### src/design/dsa_pkg.sv
// Shared constants, types and controller/datapath interface structs for the scale aligner.
`timescale 1ns / 1ps

package dsa_pkg;

    localparam int WORD_W        = 32;
    localparam int WORDS         = 3;
    localparam int MAN_W         = WORD_W * WORDS;
    localparam int SCALE_W       = 5;
    localparam int DSA_MAX_SCALE = 28;

    // Divide-by-ten of a 36-bit partial dividend: q = (cur * DIV10_M) >> DIV10_SHIFT,
    // with DIV10_M = ceil(2^40 / 10), which is exact for every 36-bit dividend.
    localparam int REM_W       = 4;
    localparam int CUR_W       = REM_W + WORD_W;
    localparam int DIV10_W     = 37;
    localparam int DIV10_SHIFT = 40;
    localparam logic [DIV10_W-1:0] DIV10_M = 37'd109951162778;

    localparam int IDX_W = $clog2(WORDS);

    typedef struct packed {
        logic load;
        logic mul_step;
        logic div_start;
        logic div_word;
        logic skip_step;
        logic out_load;
    } dsa_cmd_t;

    typedef struct packed {
        logic steps_zero;
        logic can_mul;
        logic hi_nonzero;
        logic div_last;
    } dsa_status_t;

endpackage

### src/design/dsa_ctrl.sv
// Sequencer for the scale aligner: handshakes and the step-by-step command stream.
`timescale 1ns / 1ps

module dsa_ctrl
    import dsa_pkg::*;
(
    input  logic        clk,
    input  logic        rst_n,
    input  logic        in_valid,
    output logic        in_ready,
    output logic        out_valid,
    input  logic        out_ready,
    input  dsa_status_t st,
    output dsa_cmd_t    cmd
);

    typedef enum logic [1:0] {
        S_IDLE,
        S_CHECK,
        S_DIV,
        S_FINISH
    } state_t;

    state_t state_reg;
    state_t state_next;
    logic   out_valid_reg;
    logic   out_valid_next;

    assign in_ready  = (state_reg == S_IDLE);
    assign out_valid = out_valid_reg;

    always_comb
    begin
        state_next = state_reg;
        cmd        = '0;
        unique case (state_reg)
            S_IDLE:
            begin
                if (in_valid)
                begin
                    cmd.load   = 1'b1;
                    state_next = S_CHECK;
                end
            end
            S_CHECK:
            begin
                priority if (st.steps_zero)
                    state_next = S_FINISH;
                else if (st.can_mul)
                    cmd.mul_step = 1'b1;
                else if (st.hi_nonzero)
                begin
                    cmd.div_start = 1'b1;
                    state_next    = S_DIV;
                end
                else
                    cmd.skip_step = 1'b1;
            end
            S_DIV:
            begin
                cmd.div_word = 1'b1;
                if (st.div_last)
                    state_next = S_CHECK;
            end
            S_FINISH:
            begin
                if (!out_valid_reg || out_ready)
                begin
                    cmd.out_load = 1'b1;
                    state_next   = S_IDLE;
                end
            end
            default:
                state_next = S_IDLE;
        endcase
    end

    always_comb
    begin
        priority if (cmd.out_load)
            out_valid_next = 1'b1;
        else if (out_ready)
            out_valid_next = 1'b0;
        else
            out_valid_next = out_valid_reg;
    end

    always_ff @(posedge clk or negedge rst_n)
    begin
        if (!rst_n)
        begin
            state_reg     <= S_IDLE;
            out_valid_reg <= 1'b0;
        end
        else
        begin
            state_reg     <= state_next;
            out_valid_reg <= out_valid_next;
        end
    end

endmodule

### config.mk
export PLATFORM = sky130hd
export DESIGN_NAME = dsa_ctrl
export DESIGN_NICKNAME = d
export VERILOG_FILES = /design/src/design/dsa_pkg.sv /design/src/design/dsa_ctrl.sv
export SDC_FILE = /design/constraint.sdc
export NUM_CORES = 1
export LEC_CHECK = 0
export BUFFER_PORTS_ARGS = -buffer_cell sky130_fd_sc_hd__buf_2
export CAP_MARGIN = 20
export CORE_AREA = 2 2 39 41
export CTS_CLUSTER_SIZE = 12
export DETAILED_ROUTE_END_ITERATION = 12
export DIE_AREA = 0 0 41 43
export MAX_ROUTING_LAYER = met4
export PLACE_DENSITY_LB_ADDON = 0.1
export REMOVE_ABC_BUFFERS = 1
export SLEW_MARGIN = 10
export SYNTH_ARGS = -nofsm -noshare
export SYNTH_HDL_FRONTEND = slang
export SYNTH_SLANG_ARGS = --single-unit
export TNS_END_PERCENT = 10
### constraint.sdc
create_clock -name clk -period 1.1 [get_ports clk]
set_input_delay 0.165 -clock clk [delete_from_list [all_inputs] [get_ports clk]]
set_output_delay 0.165 -clock clk [all_outputs]
set_load 0.01 [all_outputs]
==> results.yml, run 1 <==
sta:
  period_needed_ns: 1.30
  report.final.slew_viol_count: 0
  setup_violations: 7
  layout_setup_ws_ns: -0.196
  rsz0062_at_grt: "yes"
  maxSlewHeadroom: 0.838
  hold_violations: 0
  tightestPinTransition_ns: 0.241
  setup_tns_ns: -1.08
  skew_ns: 0.000557
  fin_crit_sh: 1.18
  clock.fmax_mhz: 771
clocking:
  cts_buffer_depth: 2
  numCtsBuffers: 3
  h-tree-depth: 1
  cts_root_buffer: "clkbuf_4"
  clk_pin_slew_worst_paths_ns: 0.04
  clk_latency_ns: 0.23
  cts_sinks: 3
  cts_tree: "built"
floorplanning:
  ioPinCount: 16
  die_w_um: 41
  fp.dieH_um: 43
  row_count: 14
  start_util: 0.163
  die_area_um2: 1760
  coreArea_um2: 1380
synth:
  yosysUniqueCellTypes: 18
  synthSimpleGateAreaFrac: 0.511
  synth_compound_area_frac: 0.0611
  synthAdderAreaFrac: 0
  yosys-mux-area-fraction: 0.0444
  synth-seq-cells: 3
  yosysSeqAreaShare: 0.333
  yosysWarnings: 0
  synth_area_um2: 225
  synth_xor_area_frac: 0
  syn_inst: 24
  syn_area_per_cell_um2: 9.38
  synth_top_family_by_area: "simple AND/OR/NAND/NOR gates"
route:
  viasPerCell: 3.85
  ant_nets: 0
  drtIter0Drc: 2
  wl_per_cell_um: 8.44
  drtPass1Iterations: 2
  vias: 235
  totalWireLength_um: 515
  drc_errors: 0
run_status:
  status: "complete, but fails checks"
  failed_checks: "negative setup slack"
layout:
  drive_gt1_frac: 0.644
  diodes: 0
  fin_util: 0.275
  largest_reg_flops: 2
  fin_cells: 61
  nets: 54
  n_fill_cell: 152
  area_growth_pct: 68.9
critical_path:
  crit_buf_inv: 1
  cp_max_fo: 5
  reg2reg_to: "state_reg[0]"
  crit_required_ns: 0.94
  cpMaxStageDelayCell: "dfrtp_1"
  start_kind: "flop"
  crit_end: "cmd[1]"
  path_class: "reg -> out"
  critPathArrivalTime_ns: 1.13
  worst-r2r-setup-slack_ns: 0.06
  crit_chain: "nor2b_4 > nand2b_4 > nor3_2 > buf_2"
  path_delay_family: "flip-flops"
  crit_path_end_kind: "output port"
  max_stage_delay_ns: 0.40
  crit_cells: 4
  r2r-start: "state_reg[0]"
  startpoint: "state_reg[0]"
  r2r_cells: 5
global_route:
  grt_pass1_wl_um: 910
  grt_busiest_layer: "met2"
  grt_pass1_vias: 223
  grt_max_degree: 7
  antenna_found_initial: 0
  gr-usage-met3: 0.0314
  track_usage: 0.0822
  grt_use_met1: 0.0865
  use_met2: 0.109
  grt_overflow: 0
run:
  maxCapViolCount: 0
placement:
  placement.io_buffers: 15
  gp_congestion: 0.668
  dp.cells: 55
  dpl.hpwl_um: 434
pwr:
  p_leak_nw: 0.200
  ir_drop_v: 0.000599
  powerDensity_nw_per_um2: 2380
worst_hold_path:
  hold_path.class: "in -> reg"
  hold_depth: 3
-- cell usage after synthesis (all sizes together) --
| master | n | area share |
|---|---|---|
| a21oi | 1 | 0.022 |
| and2 | 1 | 0.028 |
| and2b | 1 | 0.033 |
| buf | 1 | 0.033 |
| dfrtp | 3 | 0.33 |
| inv | 1 | 0.017 |
| mux2i | 1 | 0.044 |
| nand2 | 1 | 0.017 |
| nand2b | 2 | 0.067 |
| nor2 | 3 | 0.050 |
| nor2b | 5 | 0.19 |
| nor3 | 2 | 0.067 |
| nor4 | 1 | 0.056 |
| o2bb2ai | 1 | 0.039 |
-- worst min-delay path by stage --
stage	endpoint	slack, ns	startpoint
after global routing	state_reg[1]	0.24	st[0]
after CTS	state_reg[0]	0.23	in_valid
after global placement	out_valid	-0.03	rst_n
final	state_reg[0]	0.23	in_valid
after detailed placement	out_valid	-0.04	rst_n
after floorplan	out_valid	-0.13	rst_n
-- power breakdown --
group          internal (mW)  total (mW)  switching [mW]
combinational          0.265       0.488           0.223
sequential             0.169       0.227          0.0577
clock                  0.136       0.191          0.0551
-- layer usage --
layer | vias to the layer above | share of wire
met5 | - | 0
met4 | 0 | 0
met3 | 0 | 0.062
met2 | 10 | 0.49
met1 | 102 | 0.45
li1 | 123 | -
-- worst min-delay path, stage by stage --
cell       delay (ns)
buf_2            0.08
o2bb2ai_1        0.06
mux2i_1          0.11
-- placed cells by master (no fill, tap or decap), drive strengths merged --
| master | synthesis | layout |
|---|---|---|
| nor2b | 5 | 5 |
| inv | 1 | 1 |
| nor3 | 2 | 2 |
| mux2i | 1 | 1 |
| a21oi | 1 | 1 |
| nor4 | 1 | 1 |
| and2 | 1 | 1 |
| and2b | 1 | 1 |
| nand2 | 1 | 1 |
| dfrtp | 3 | 3 |
| nand2b | 2 | 2 |
| clkbuf | 0 | 4 |
| nor2 | 3 | 3 |
| buf | 1 | 17 |
| o2bb2ai | 1 | 1 |
| dlygate4sd3 | 0 | 1 |
-- area by class of cell --
class	instances	area, µm²	area share
Timing Repair Buffer	18	100	0.263
Inverter	1	3.75	0.00987
Tap cell	16	20.0	0.0526
Multi-Input combinational cell	19	154	0.405
Sequential cell	3	76.3	0.201
Clock buffer	4	26.3	0.0691
-- kinds of logic after synthesis --
| group | count (synthesis) |
|---|---|
| buffers and inverters | 2 |
| flip-flops | 3 |
| multiplexers | 1 |
| AND/OR/NAND/NOR | 16 |
| AO/OA/AOI/OAI | 2 |
-- repair_timing --
action                     in CTS  in global routing
resized for setup               2                  3
cloned                          0                  0
setup endpoints to repair       7                  8
hold endpoints to repair        3                  0
buffers inserted                1                  0
hold buffers                    1                  0
pin swaps                       0                  0
-- through the flow --
step	total power, mW	hold slack [ns]	instance area (µm²)	setup WS, ns
5_1_grt	0.994	0.241	380	-0.292
6_report	0.906	0.234	380	-0.196
3_3_place_gp	0.649	-0.0336	320	0.0166
4_1_cts	0.892	0.228	369	-0.223
2_1_floorplan	0.482	-0.131	218	0.0414
3_5_place_dp	0.649	-0.0358	320	0.0172
No activity file was read; power rests on OpenSTA's default activity.
==> run 2: changes to the inputs <==
--- a/config.mk
+++ b/config.mk
@@ -14,5 +14,4 @@
 export MAX_ROUTING_LAYER = met4
 export PLACE_DENSITY_LB_ADDON = 0.1
-export REMOVE_ABC_BUFFERS = 1
 export SLEW_MARGIN = 10
 export SYNTH_ARGS = -nofsm -noshare
==> constraint.sdc (replaced) <==
create_clock -name clk -period 1.1 [get_ports clk]
set_input_delay 0.055 -clock clk [delete_from_list [all_inputs] [get_ports clk]]
set_output_delay 0.055 -clock clk [all_outputs]
set_load 0.01 [all_outputs]
==> run 2 against run 1 <==
Effect of this change: count of clock-buffer cells in the layout is the same; largest cell class unchanged; the flow still finishes with violations (negative setup slack); combinational power shrank 9.2%; sequential cell count is the same.
==> results.yml, run 2 (same netlist as run 1, synthesis figures left out) <==
run_status:
  status: "complete, but fails checks"
  failed_checks: "negative setup slack"
sta:
  period_needed_ns: 1.22
  setup_tns_ns: -0.377
  tightestPinTransition_ns: 0.260
  maxSlewHeadroom: 0.825
  skew_ns: 0.00283
  fin_crit_sh: 1.11
  hold_violations: 0
  report.final.slew_viol_count: 0
  setup_violations: 4
  clock.fmax_mhz: 817
  layout_setup_ws_ns: -0.123
  rsz0062_at_grt: "yes"
critical_path:
  crit_required_ns: 1.04
  critPathArrivalTime_ns: 1.17
  path_class: "reg -> out"
  start_kind: "flop"
  crit_path_end_kind: "output port"
  cp_max_fo: 6
floorplanning:
  coreArea_um2: 1380
  start_util: 0.163
  die_w_um: 41
  die_area_um2: 1760
  fp.dieH_um: 43
  ioPinCount: 16
  row_count: 14
route:
  ant_nets: 0
  drc_errors: 0
  drtPass1Iterations: 1
  drtIter0Drc: 0
  vias: 234
  viasPerCell: 3.90
  wl_per_cell_um: 9.08
  totalWireLength_um: 545
pwr:
  ir_drop_v: 0.000700
  combPwrFrac: 0.510
  internal_power_uw: 543
  pwr-share-seq: 0.266
  p_clk_frac: 0.224
  p_leak_nw: 0.189
  powerDensity_nw_per_um2: 2380
  switching_share: 0.376
  power_uw: 869
  p_sw_uw: 326
placement:
  placement.io_buffers: 15
  dpl.hpwl_um: 436
  gp_congestion: 0.606
  dp.cells: 54
clocking:
  h-tree-depth: 1
  cts_buffer_depth: 2
  clk_pin_slew_worst_paths_ns: 0.04
  cts_root_buffer: "clkbuf_4"
  clk_latency_ns: 0.23
  numCtsBuffers: 3
  cts_sinks: 3
  cts_tree: "built"
global_route:
  track_usage: 0.0801
  grt_overflow: 0
  grt_pass1_wl_um: 869
  grt_pass1_vias: 239
  antenna_found_initial: 0
  grt_max_degree: 7
layout:
  drive_gt1_frac: 0.614
  fin_util: 0.264
  layout_common_cells: "buf_2 (15), clkbuf_4 (3)"
  diodes: 0
  area_growth_pct: 62.2
  nets: 53
  final_common_cell: "buf_2"
  fin_cells: 60
  largest_reg_flops: 2
synth:
  synthesis.nets: 32
run:
  maxCapViolCount: 0
worst_hold_path:
  hold_path.class: "in -> reg"
[run 2: cell count changes in the layout (fill, tap and decap cells not counted), sizes merged]
cell | previous run | this run
buf | 17 | 16
[run 2: final cells by class]
cell class | instances | area [µm²]
repair buffers | 17 | 92.6
flip-flops and latches | 3 | 76.3
inverters | 1 | 3.75
fillers | 160 | 1020
well taps | 16 | 20.0
multi-input cells | 19 | 146
clock buffers | 4 | 26.3
[run 2: worst paths after layout]
kind | start | endpoint | slack, ns | depth (start not counted)
max in group asynchronous | rst_n | state_reg[1] | 0.83 | 2
min in group asynchronous | rst_n | out_valid | 0.15 | 2
worst min-delay path | in_valid | state_reg[0] | 0.12 | 3
worst min register to register | state_reg[1] | state_reg[0] | 0.53 | 1
worst max-delay path | state_reg[0] | cmd[1] | -0.12 | 4
worst max register to register | state_reg[0] | state_reg[0] | 0.10 | 4
[run 2: timing repair]
action,CTS,global route
hold buffers,1,0
buffers inserted,1,0
endpoints found under the hold margin,3,0
endpoints found under the setup margin,6,6
pin swaps,2,0
resized for setup,3,0
[run 2: worst max-delay path, stage by stage, from the launching register on]
cell and delay, ns:
dfrtp_1 0.41, nor2b_4 0.20, nand2b_4 0.07, nor3_2 0.10, buf_2 0.15
[run 2: through the flow]
stage | setup WS [ns] | instance area, µm² | hold slack [ns]
global route | -0.183 | 365 | 0.147
floorplan | 0.151 | 225 | -0.241
global placement | 0.0902 | 313 | -0.144
CTS | -0.137 | 365 | 0.110
detailed placement | 0.0930 | 313 | -0.145
finish | -0.123 | 365 | 0.119
[run 2: per-layer routing]
layer	up-vias	share of wire	GRT usage
li1	119	-	-
met1	102	0.39	0.0767
met5	-	0	-
met2	13	0.52	0.113
met3	0	0.088	0.0471
met4	0	0	0.0600
[run 2: power by group through the flow]
stage / registers (mW) / clock network [mW] / logic, mW
after global routing: 0.243 / 0.214 / 0.498
after global placement: 0.235 / 0 / 0.395
after floorplan: 0.227 / 0 / 0.276
after CTS: 0.231 / 0.203 / 0.452
final: 0.231 / 0.195 / 0.443
after detailed placement: 0.231 / 0 / 0.393
